### config.mk
export PLATFORM = sky130hd
export DESIGN_NAME = nbt_ram
export DESIGN_NICKNAME = d
export VERILOG_FILES = /design/src/rtl/nbt_ram.sv
export SDC_FILE = /design/constraint.sdc
export NUM_CORES = 2
export LEC_CHECK = 0
export ABC_AREA = 0
export BUFFER_PORTS_ARGS = -buffer_cell sky130_fd_sc_hd__buf_2
export CAP_MARGIN = 0
export CORE_MARGIN = 2
export CORE_UTILIZATION = 45
export DETAILED_ROUTE_END_ITERATION = 10
export MAX_ROUTING_LAYER = met4
export SYNTH_ARGS = -nofsm -noshare
export SYNTH_HDL_FRONTEND = slang
export SYNTH_SLANG_ARGS = --single-unit
### constraint.sdc
create_clock -name i_clk -period 2.2 [get_ports i_clk]
set_input_delay 0.44 -clock i_clk [delete_from_list [all_inputs] [get_ports i_clk]]
set_output_delay 0.44 -clock i_clk [all_outputs]
set_load 0.005 [all_outputs]
### src/rtl/nbt_ram.sv
// Generic single-write, single-read RAM with registered read (read-first).
// No dependencies.
module nbt_ram #(
    parameter int WIDTH = 8,
    parameter int DEPTH = 256
) (
    input  logic                     i_clk,
    input  logic                     i_we,
    input  logic [$clog2(DEPTH)-1:0] i_waddr,
    input  logic [WIDTH-1:0]         i_wdata,
    input  logic [$clog2(DEPTH)-1:0] i_raddr,
    output logic [WIDTH-1:0]         o_rdata
);

    logic [WIDTH-1:0] r_mem [DEPTH];
    logic [WIDTH-1:0] r_rdata;

    always_ff @(posedge i_clk) begin
        if (i_we) begin
            r_mem[i_waddr] <= i_wdata;
        end
        r_rdata <= r_mem[i_raddr];
    end

    assign o_rdata = r_rdata;

endmodule

==> impl_results.md <==
- # H-tree levels: 4
- Grt ovf: 0
- Global-route wire length before repair: 297000 um
- #FFs+latches synth: a little over 2000
- Crit. End Element: flip-flop
- Setup Skew: around 39 ps
- Number of global-route vias before repair: between 40000 and 50000
- Violated checks: negative setup slack
- Mapped cell area: roughly 0.08 sq mm
- Pre-antenna DRT Iters: 5
- Max-slew violations: 0
- Most common cell in the netlist: edfxtp_1
- LEAKAGE: about 31 nW
- P&R area growth vs syn: 20.6%
- Std-Cell Core Area: 0.176 sq mm
- Worst vdd ir: just over 0.8 mV
- Wirelength per Cell: about 29 um
- FF-to-FF path depth: 6
- DRT iter0 DRCs: 4914
- Status: finished with violations
- Vias/cell: slightly below 6
- Sequential element share of the synthesized area: 0.775
- CTS buffer count: 206
- I/O Buffers: 33
- Worst flop-to-flop path endpoint: o_rdata[2]
- Syn_area_per_cell: ~21 sq um
- Post-synth top cells: edfxtp_1, mux4_2, nor2_1
- Final worst setup slack: -122 ps
- Syn Inst Count: 3733
- Die X-Extent: around 420 um
- Post-Route WL: roughly 200000 um
- Initial antenna violation count: 11
- Min-delay src: i_wdata[3]
- Clock sinks: about 2000
- Power, Total: ~84 mW
- CTS Buffer Depth: 3
- Post-synth EDFFs: slightly above 2000
- Power Density: just under 900 mW/mm^2
- CP arrival: ~3000 ps
- Warnings, synthesis: 0
- Fin nets: between 4000 and 5000
- Critical path peak fanout: 1
- Setup violators final: 3
- Worst relative slew slack: 0.424
- CP Class: flip-flop to flip-flop
- Gr usage total: 0.235
- Final period util: 1.06
- Latest clock arrival within the worst-skew pair: 840 ps
- RR Startpoint: r_mem[67][2]
- CTS tree: done
- Synth area leader: edfxtp_1
- Via count: 41100
- CP Launch Type: flip-flop
- Syn_nets: between 3000 and 4000
- Worst EP required: 2910 ps
- Hpwl dp: roughly 130000 um
- CTS root buffer: clkbuf_16
- Worst Hold Endpoint: r_mem[172][3]
- Min Tclk post-route: 2320 ps
- Post-synth top area share: 0.773
- Slew @ Worst Pin: 861 ps
- Std cell rows: about 150
- Antenna Nets Post-Route: 0
- Hold WC Path Type: primary input to flip-flop
- GP Congestion: about 0.87
- Cell variety after synth: 55
- Die Ht: between 400 and 500 um
- Starting Density: 0.452
- Ys async rst share: 0
- I/O Pins: 34
- Reg-to-reg slack, setup: -120 ps
- Clock transition at path regs: ~60 ps
- Largest net degree at the start of global routing: 78
- RSZ-0062 raised after global routing: yes
- Top FF cell, synth: edfxtp_1
- Share of cells above drive strength 1: 0.351
- Fmax: 431 MHz
- MaxCap Viol Count: 0
- Pre-CTS setup slack: -1500 ps
- Hold Crit Depth: 1
- Synth top area cells: edfxtp_1, mux4_2, mux2i_1
- Final Hold Fails: 0
- Die area: 0.180 sq mm
- DRC Markers: 0
==> routing by layer <==
metal	vias up	wire [um]	track usage
li1	17300	-	-
met1	21900	85800	0.326
met2	1572	99500	0.367
met3	312	13200	0.0336
met4	0	6050	0.0701
met5	-	0	-
==> cells by family after synthesis <==
logic type | synth area share
AO/OA/AOI/OAI | 0.0342
buffers and inverters | 0.0183
flip-flops | 0.775
multiplexers | 0.146
AND/OR/NAND/NOR | 0.0263
==> placed cells by master (no fill, tap or decap), types with 10 or more instances in the layout <==
cell,netlist,final
edfxtp_1,2048,2048
buf_4,27,663
mux4_2,454,454
nor2_1,282,267
clkbuf_16,0,208
mux2i_1,134,134
a22oi_1,133,132
buf_12,8,110
a21oi_1,96,92
clkbuf_1,111,45
o221ai_1,46,44
clkinv_1,1,42
clkinv_2,0,34
nand2_1,33,33
nand3_1,34,31
o22ai_1,28,28
bufinv_16,0,25
nor2b_1,31,24
buf_2,31,21
nor4_2,3,16
nor2_2,0,12
a211oi_2,0,10
nand4_1,10,10
o211ai_1,10,10
clkinvlp_4,0,10
buf_8,13,10
==> final cells by class <==
cell class	count	area, sq um
sequential	2056	61700
antenna	8	20.0
fill	13300	80000
multi-input combinational	1442	17000
tap	2340	2930
inverter	2	7.51
timing repair buffer	809	7480
clock buffer	257	5430
clock inverter	124	1430
==> critical path: stages, from the launching register on <==
cell and delay [ps]:
edfxtp_1 350, mux4_2 530, mux4_2 540, nor2b_4 160, nor4_4 360, buf_4 210, nor4_2 40
==> worst max path at each step <==
stage / endpoint / cells past startpoint / start / slack, ps
2_1_floorplan: o_rdata[0] / 9 / i_raddr[0] / -60
6_report: o_rdata[2] / 6 / r_mem[67][2] / -120
5_1_grt: o_rdata[2] / 6 / r_mem[67][2] / -170
3_3_place_gp: o_rdata[7] / 10 / i_raddr[0] / -1550
4_1_cts: o_rdata[2] / 6 / r_mem[66][2] / -180
3_5_place_dp: o_rdata[1] / 11 / i_raddr[0] / -1500
==> through the flow <==
stage	hold slack (ps)	setup TNS [ps]	instance area, sq um	instances	utilization
after floorplan	539	-36420	79900	3733	-
after CTS	6.01	-619	95800	7031	0.545
final	52.9	-283	96000	7038	0.545
after global placement	805	-25150	88600	6645	0.504
after detailed placement	815	-27090	88600	6645	0.504
after global routing	26.0	-545	95900	7036	0.545
==> state kept, by name (all words and copies together), names as in the netlist <==
signal / flops
o_rdata: 8
r_mem: 2048
==> repair_timing <==
| action | 4_1_cts | 5_1_grt |
|---|---|---|
| pin swaps | 15 | 19 |
| buffers inserted | 0 | 0 |
| hold buffers | 5 | 0 |
| gates cloned | 0 | 0 |
| setup endpoints to repair | 9 | 8 |
| resized for setup | 54 | 24 |
| endpoints found under the hold margin | 105 | 0 |
==> report_power, final <==
group	switching, mW	internal [mW]
sequential	0.0953	43.2
combinational	2.78	2.01
clock	14.9	20.5
total	17.8	65.7
Note: power is estimated with default switching activity, not from simulation.
